===== config.mk =====
export PLATFORM = sky130hd
export DESIGN_NAME = sorted_priority_queue_unit
export DESIGN_NICKNAME = d
export VERILOG_FILES = /design/src/sv/spq_pkg.sv /design/src/sv/spq_ctrl.sv /design/src/sv/spq_dpath.sv /design/src/sv/sorted_priority_queue_unit.sv
export SDC_FILE = /design/constraint.sdc
export NUM_CORES = 1
export LEC_CHECK = 0
export ABC_AREA = 0
export BUFFER_PORTS_ARGS = -buffer_cell sky130_fd_sc_hd__buf_2
export CELL_PAD_IN_SITES_DETAIL_PLACEMENT = 0
export CELL_PAD_IN_SITES_GLOBAL_PLACEMENT = 1
export CORE_ASPECT_RATIO = 0.7
export CORE_MARGIN = 2
export CORE_UTILIZATION = 50
export DETAILED_ROUTE_END_ITERATION = 7
export PLACE_DENSITY = 0.86
export SYNTH_ARGS = -nofsm -noshare
export SYNTH_HDL_FRONTEND = slang
export SYNTH_SLANG_ARGS = --single-unit

===== constraint.sdc =====
create_clock -name clk -period 7.7 [get_ports clk]
set_clock_uncertainty 0.2 [all_clocks]
set_input_delay 1.155 -clock clk [delete_from_list [all_inputs] [get_ports clk]]
set_output_delay 1.155 -clock clk [all_outputs]
set_load 0.05 [all_outputs]

===== src/sv/spq_pkg.sv =====
`default_nettype none
package spq_pkg;

	localparam int VALUE_W = 32;
	localparam int COUNT_W = 4;
	localparam int S_TDATA_W = 32;
	localparam int M_TDATA_W = 40;
	localparam int M_TUSER_W = 2;

	localparam logic FUNC_INSERT = 1'b0;
	localparam logic FUNC_DELETE = 1'b1;

	typedef enum logic [1:0] {
		ST_OK       = 2'd0,
		ST_FULL     = 2'd1,
		ST_EMPTY    = 2'd2,
		ST_NOTFOUND = 2'd3
	} status_t;

	typedef enum logic {
		S_IDLE,
		S_EXEC
	} state_t;

	typedef struct packed {
		logic load_in;
		logic exec;
	} ctrl_cmd_t;

endpackage
`default_nettype wire


===== src/sv/spq_ctrl.sv =====
`default_nettype none
module spq_ctrl
	import spq_pkg::*;
(
	input  wire        clk,
	input  wire        arst_n,
	input  wire        s_tvalid,
	output logic       s_tready,
	output logic       m_tvalid,
	input  wire        m_tready,
	output ctrl_cmd_t  cmd
);

	state_t state_q, state_d;
	logic   out_valid_q;
	logic   out_free;

	// result register can take a new word if empty or being drained now
	assign out_free = !out_valid_q || m_tready;

	always_comb begin
		state_d = state_q;
		unique case (state_q)
			S_IDLE: begin
				if (s_tvalid) state_d = S_EXEC;
			end
			S_EXEC: begin
				if (out_free) state_d = S_IDLE;
			end
			default: state_d = S_IDLE;
		endcase
	end

	always_comb begin
		s_tready    = 1'b0;
		cmd.load_in = 1'b0;
		cmd.exec    = 1'b0;
		unique case (state_q)
			S_IDLE: begin
				s_tready    = 1'b1;
				cmd.load_in = s_tvalid;
			end
			S_EXEC: begin
				cmd.exec = out_free;
			end
			default: begin
				s_tready = 1'b0;
			end
		endcase
	end

	always_ff @(posedge clk or negedge arst_n) begin
		if (!arst_n) begin
			state_q     <= S_IDLE;
			out_valid_q <= 1'b0;
		end else begin
			state_q <= state_d;
			if (cmd.exec) out_valid_q <= 1'b1;
			else if (m_tready) out_valid_q <= 1'b0;
		end
	end

	assign m_tvalid = out_valid_q;

endmodule
`default_nettype wire


===== src/sv/spq_dpath.sv =====
`default_nettype none
module spq_dpath
	import spq_pkg::*;
#(
	parameter int DEPTH = 8
) (
	input  wire                       clk,
	input  wire                       arst_n,
	input  ctrl_cmd_t                 cmd,
	input  wire                       func,
	input  wire signed [VALUE_W-1:0]  value,
	output status_t                   status,
	output logic [COUNT_W-1:0]        entry_count,
	output logic signed [VALUE_W-1:0] head_value
);

	localparam int CW = $clog2(DEPTH + 1);

	logic                      func_q;
	logic signed [VALUE_W-1:0] val_q;
	logic signed [VALUE_W-1:0] ent_q [DEPTH];
	logic [CW-1:0]             cnt_q;

	logic [DEPTH-1:0]          vld, ge, eq, hit;
	logic signed [VALUE_W-1:0] ins_ent [DEPTH];
	logic signed [VALUE_W-1:0] del_ent [DEPTH];
	logic signed [VALUE_W-1:0] nxt_ent [DEPTH];
	logic [CW-1:0]             nxt_cnt;
	status_t                   nxt_st;
	logic                      full, empty, upd;

	// per-cell compares, all in parallel
	always_comb begin
		for (int i = 0; i < DEPTH; i++) begin
			vld[i] = CW'(i) < cnt_q;
			ge[i]  = !vld[i] || (val_q >= ent_q[i]);
			eq[i]  = vld[i] && (val_q == ent_q[i]);
		end
		hit[0] = eq[0];
		for (int i = 1; i < DEPTH; i++) hit[i] = hit[i-1] | eq[i];
	end

	// insert: cells at and behind the insert point move back by one
	always_comb begin
		ins_ent[0] = ge[0] ? val_q : ent_q[0];
		for (int i = 1; i < DEPTH; i++) begin
			if (ge[i-1]) ins_ent[i] = ent_q[i-1];
			else if (ge[i]) ins_ent[i] = val_q;
			else ins_ent[i] = ent_q[i];
		end
	end

	// delete: cells from the first match on pull from their neighbor
	always_comb begin
		for (int i = 0; i < DEPTH - 1; i++)
			del_ent[i] = hit[i] ? ent_q[i+1] : ent_q[i];
		del_ent[DEPTH-1] = ent_q[DEPTH-1];
	end

	assign full  = cnt_q == CW'(DEPTH);
	assign empty = cnt_q == '0;

	always_comb begin
		nxt_st  = ST_OK;
		nxt_cnt = cnt_q;
		upd     = 1'b0;
		for (int i = 0; i < DEPTH; i++) nxt_ent[i] = ent_q[i];
		if (func_q == FUNC_INSERT) begin
			if (full) begin
				nxt_st = ST_FULL;
			end else begin
				upd     = 1'b1;
				nxt_cnt = cnt_q + CW'(1);
				for (int i = 0; i < DEPTH; i++) nxt_ent[i] = ins_ent[i];
			end
		end else begin
			if (empty) begin
				nxt_st = ST_EMPTY;
			end else if (!hit[DEPTH-1]) begin
				nxt_st = ST_NOTFOUND;
			end else begin
				upd     = 1'b1;
				nxt_cnt = cnt_q - CW'(1);
				for (int i = 0; i < DEPTH; i++) nxt_ent[i] = del_ent[i];
			end
		end
	end

	always_ff @(posedge clk) begin
		if (cmd.load_in) begin
			func_q <= func;
			val_q  <= value;
		end
		if (cmd.exec && upd) begin
			for (int i = 0; i < DEPTH; i++) ent_q[i] <= nxt_ent[i];
		end
		if (cmd.exec) begin
			status      <= nxt_st;
			entry_count <= COUNT_W'(nxt_cnt);
			head_value  <= (nxt_cnt != '0) ? nxt_ent[0] : '0;
		end
	end

	always_ff @(posedge clk or negedge arst_n) begin
		if (!arst_n) cnt_q <= '0;
		else if (cmd.exec) cnt_q <= nxt_cnt;
	end

endmodule
`default_nettype wire


===== src/sv/sorted_priority_queue_unit.sv =====
// sorted priority queue, descending order, head is the largest value
// flow: the idle state captures the word in the input register, then the exec state waits for a free
// result register and runs the compare-and-shift; no new word is accepted until that op is done
// the cell array compares every entry in parallel, the shift is done in the same cycle as the compares
// reset (arst_n low, asynchronous): queue empty, no result pending, ready to accept
`default_nettype none
module sorted_priority_queue_unit
	import spq_pkg::*;
#(
	parameter int DEPTH = 8
) (
	input  wire                   clk,
	input  wire                   arst_n,
	// input word
	input  wire                   s_tvalid,
	output logic                  s_tready,
	input  wire [S_TDATA_W-1:0]   s_tdata,   // [31:0] value
	input  wire                   s_tuser,   // [0] func
	// result word
	output logic                  m_tvalid,
	input  wire                   m_tready,
	output logic [M_TDATA_W-1:0]  m_tdata,   // [3:0] entry_count, [35:4] head_value, [39:36] zero
	output logic [M_TUSER_W-1:0]  m_tuser    // [1:0] status
);

	// command bundle from the sequencer to the cell array
	ctrl_cmd_t                 cmd;
	status_t                   status;
	logic [COUNT_W-1:0]        entry_count;
	logic signed [VALUE_W-1:0] head_value;

	// sequencer: idle takes a word, exec runs the op once the result register is free
	spq_ctrl u_ctrl (
		.clk      (clk),
		.arst_n   (arst_n),
		.s_tvalid (s_tvalid),
		.s_tready (s_tready),
		.m_tvalid (m_tvalid),
		.m_tready (m_tready),
		.cmd      (cmd)
	);

	// cell array plus result register
	spq_dpath #(
		.DEPTH (DEPTH)
	) u_dpath (
		.clk         (clk),
		.arst_n      (arst_n),
		.cmd         (cmd),
		.func        (s_tuser),
		.value       (s_tdata[VALUE_W-1:0]),
		.status      (status),
		.entry_count (entry_count),
		.head_value  (head_value)
	);

	// pack result word, upper pad bits are zero
	assign m_tdata = {{(M_TDATA_W - COUNT_W - VALUE_W){1'b0}}, head_value, entry_count};
	assign m_tuser = status;

endmodule
`default_nettype wire


==> metrics.md <==
| Metric | Value |
|---|---|
| Worst Path Max Fanout | `86` |
| Area delta synth->final | `9.74%` |
| Top-count cell post-synth | `edfxtp_1` |
| Critical Path AT | `5620 ps` |
| Initial DRC count | `1874` |
| Minimum clock period after layout | `5450 ps` |
| Sequential-to-total area share from yosys stat | `43.9%` |
| Worst-Margin Slew | `1250 ps` |
| Die width | `259 um` |
| Initial Utilization | `50.5%` |
| Area taken by flip-flops and latches | `0.00997 mm^2` |
| Worst r2r dst | `u_dpath.ent_q[6][11]` |
| FF+latch count, synth | `333` |
| Max incr delay on CP | `820 ps` |
| Crit end category | `register` |
| Wire per inst | `22.8 um` |
| MaxCap Viol Count | `0` |
| DP HPWL | `46800 um` |
| Hold slack | `219 ps` |
| Post-CTS Setup Inserts | `0` |
| Endpoints failing setup | `0` |
| Total number of yosys warnings | `0` |
| Adder-Cell Fraction of Synth Area | `14.3%` |
| Clk slew on worst S/H paths | `60 ps` |
| Routability cong. | `0.949` |
| Root Driver | `clkbuf_16` |
| Max H-tree Level | `2` |
| Startpoint Class | `register` |
| Xor/xnor share of the synthesized area | `0.116%` |
| DR pass1 iterations | `5` |
| First-pass GRT wire length | `102000 um` |
| Count of final max-slew check failures | `0` |
| Final-layout fill cell count | `3945` |
| Clock buffer depth | `3` |
| R2R Path Start | `u_dpath.val_q[30]` |
| Die area | `0.0471 mm^2` |
| Utilization after layout | `55.5%` |
| Die height | `182 um` |
| Antenna diodes | `0` |
| Pin count of the biggest net entering global routing | `104` |
| Port buffer count | `76` |
| Post-synth top cells | `edfxtp_1, inv_1, ha_1` |
| Peak supply drop | `386 uV` |
| Reg2reg path depth | `10` |
| CTS hold repair buffers | `0` |
| Worst EP required | `7870 ps` |
| Rel. slew slack | `14.5%` |
| Area contributors post-synth | `edfxtp_1, ha_1, mux2i_1` |
| Post-CTS sizing | `0` |
| Area leader, netlist | `edfxtp_1` |
| Worst path slowest cell | `buf_4` |
| Critical path class | `register to register` |
| EDFF count, synth | `327` |
| Outcome | `finished clean` |
| Fin. Hold Viols | `0` |
| RSZ-0062 raised after global routing | `no` |
| Mux cell area share after synthesis | `7.68%` |
| Post-synth ARST share | `1.80%` |
| Top-area cell type share of the netlist area | `43.3%` |
| I/O pins | `81` |
| CORE AREA | `0.0449 mm^2` |
| Achievable frequency | `0.184 GHz` |
| Worst hold path class | `primary input to async pin` |
| CTS sink count | `333` |
| CTS tree | `built` |
| Layout cells sized above 1 | `11.9%` |
| Largest family of logic cells by synthesized area | `compound AO/OA/AOI/OAI gates` |
| Nets | `2588` |
| Gr usage total | `28.1%` |
| Number of remaining DRC errors | `0` |
| Routed Antenna Nets | `0` |
| Setup_tns | `0 ps` |
| Setup slack, reg-to-reg | `2250 ps` |
| Later-pin clock latency in the skew report | `560 ps` |
| Synthesized area | `0.0227 mm^2` |
| Simple-Gate Fraction of Synth Area | `12.2%` |
| Area of the multi-input gates | `0.0113 mm^2` |
| Yosys cell types | `76` |
| Post-synthesis compound-gate area fraction | `14.7%` |
| Fin crit share | `70.8%` |
| TritonCTS buffer count | `37` |
| CP Cell Sequence | `ha_1, nand4_1, nor4_1, nand4_1, o2111ai_2, o311a_4, buf_4, buf_4, nand2_1, o21ai_1` |
| Via count | `17.7k` |
| Initial antenna violation count | `1` |
| P per Cell Area | `342 mW/mm^2` |
| Ys flop type | `edfxtp_1` |
| Static leakage | `10.7 nW` |
| Gate Count Post-Synth | `2272` |
| Row count | `65` |
| Syn_area_per_cell | `9.99 um^2` |
| Number of global-route vias before repair | `17.2k` |
| Via density | `6.07` |
| Total Wirelength | `66700 um` |
| Congestion Overflow GR | `0` |
| Final Power | `8.52 mW` |
worst max path at each step:
| stage | slack (ps) | start | cells past startpoint | endpoint |
|---|---|---|---|---|
| 2_1_floorplan | 1890 | m_tready | 5 | u_dpath.ent_q[5][0] |
| 3_3_place_gp | 2460 | u_dpath.val_q[24] | 10 | u_dpath.ent_q[4][23] |
| 3_5_place_dp | 2370 | u_dpath.val_q[21] | 10 | u_dpath.ent_q[4][23] |
| 4_1_cts | 2360 | u_dpath.val_q[21] | 10 | u_dpath.ent_q[4][19] |
| 5_1_grt | 2000 | u_dpath.val_q[26] | 10 | u_dpath.ent_q[6][11] |
| 6_report | 2250 | u_dpath.val_q[30] | 10 | u_dpath.ent_q[6][11] |
cell usage in the layout, fill, tap and decap left out, drive strengths merged, types with 19 or more instances in the layout:
master    n
a21o     69
nor2    129
mux2     35
o21ai   227
nand4    67
nand2   218
edfxtp  327
ha      260
o22ai    37
buf     104
nor2b    19
clkbuf   44
mux2i   134
nor3     42
inv     272
a21oi   168
power by group:
| group | internal, mW | switching (mW) | total, mW | leakage (nW) |
|---|---|---|---|---|
| combinational | 1.22 | 2.41 | 3.63 | 6.95 |
| clock | 1.11 | 0.770 | 1.88 | 0.618 |
| sequential | 2.62 | 0.382 | 3.00 | 3.11 |
routing by layer:
metal	global-route usage [%]	up-vias	wire length, um
met4	4.81	0	832
met1	43.2	8616	31600
met3	5.96	69	6430
li1	-	8254	-
met5	0	-	0
met2	41.1	784	27800
final cells by class:
type | count | area share [%]
repair buffers | 104 | 2.37
inverters | 272 | 4.10
well taps | 603 | 3.03
clock inverters | 21 | 0.915
clock buffers | 44 | 4.12
multi-input cells | 1543 | 45.4
flip-flops and latches | 333 | 40.0
critical path: cells and delay by family (launching register included):
kind | cells | cell delay [ps]
and+or+nand+nor | 4 | 1340
adders and majority gates | 1 | 450
buffers and inverters | 2 | 1430
AOI/OAI and AO/OA | 3 | 1030
DFF | 1 | 700
flip-flops by register name (all words and copies together) (netlist names):
register             flops
u_ctrl.state_q           1
u_dpath.val_q           32
u_dpath.ent_q          256
u_dpath.head_value      32
u_dpath.func_q           1
u_dpath.entry_count      4
u_dpath.cnt_q            4
u_ctrl.m_tvalid          1
u_dpath.status           2
cells by family (layout without fill, tap and decap cells):
| logic type | count (synthesis) | after routing |
|---|---|---|
| compound gates | 568 | 568 |
| xor+xnor | 3 | 3 |
| fa+ha+maj | 260 | 260 |
| buf+inv | 399 | 441 |
| flops | 333 | 333 |
| mux | 169 | 169 |
| other cells | 1 | 4 |
| simple gates | 539 | 539 |
through the flow:
step	cells	setup slack [ps]	area [um^2]
2_1_floorplan	2275	1890	22700
3_3_place_gp	2855	2460	23600
3_5_place_dp	2855	2370	23600
4_1_cts	2920	2360	24900
5_1_grt	2920	2000	24900
6_report	2920	2250	24900
Note: power is estimated with default switching activity, not from simulation.
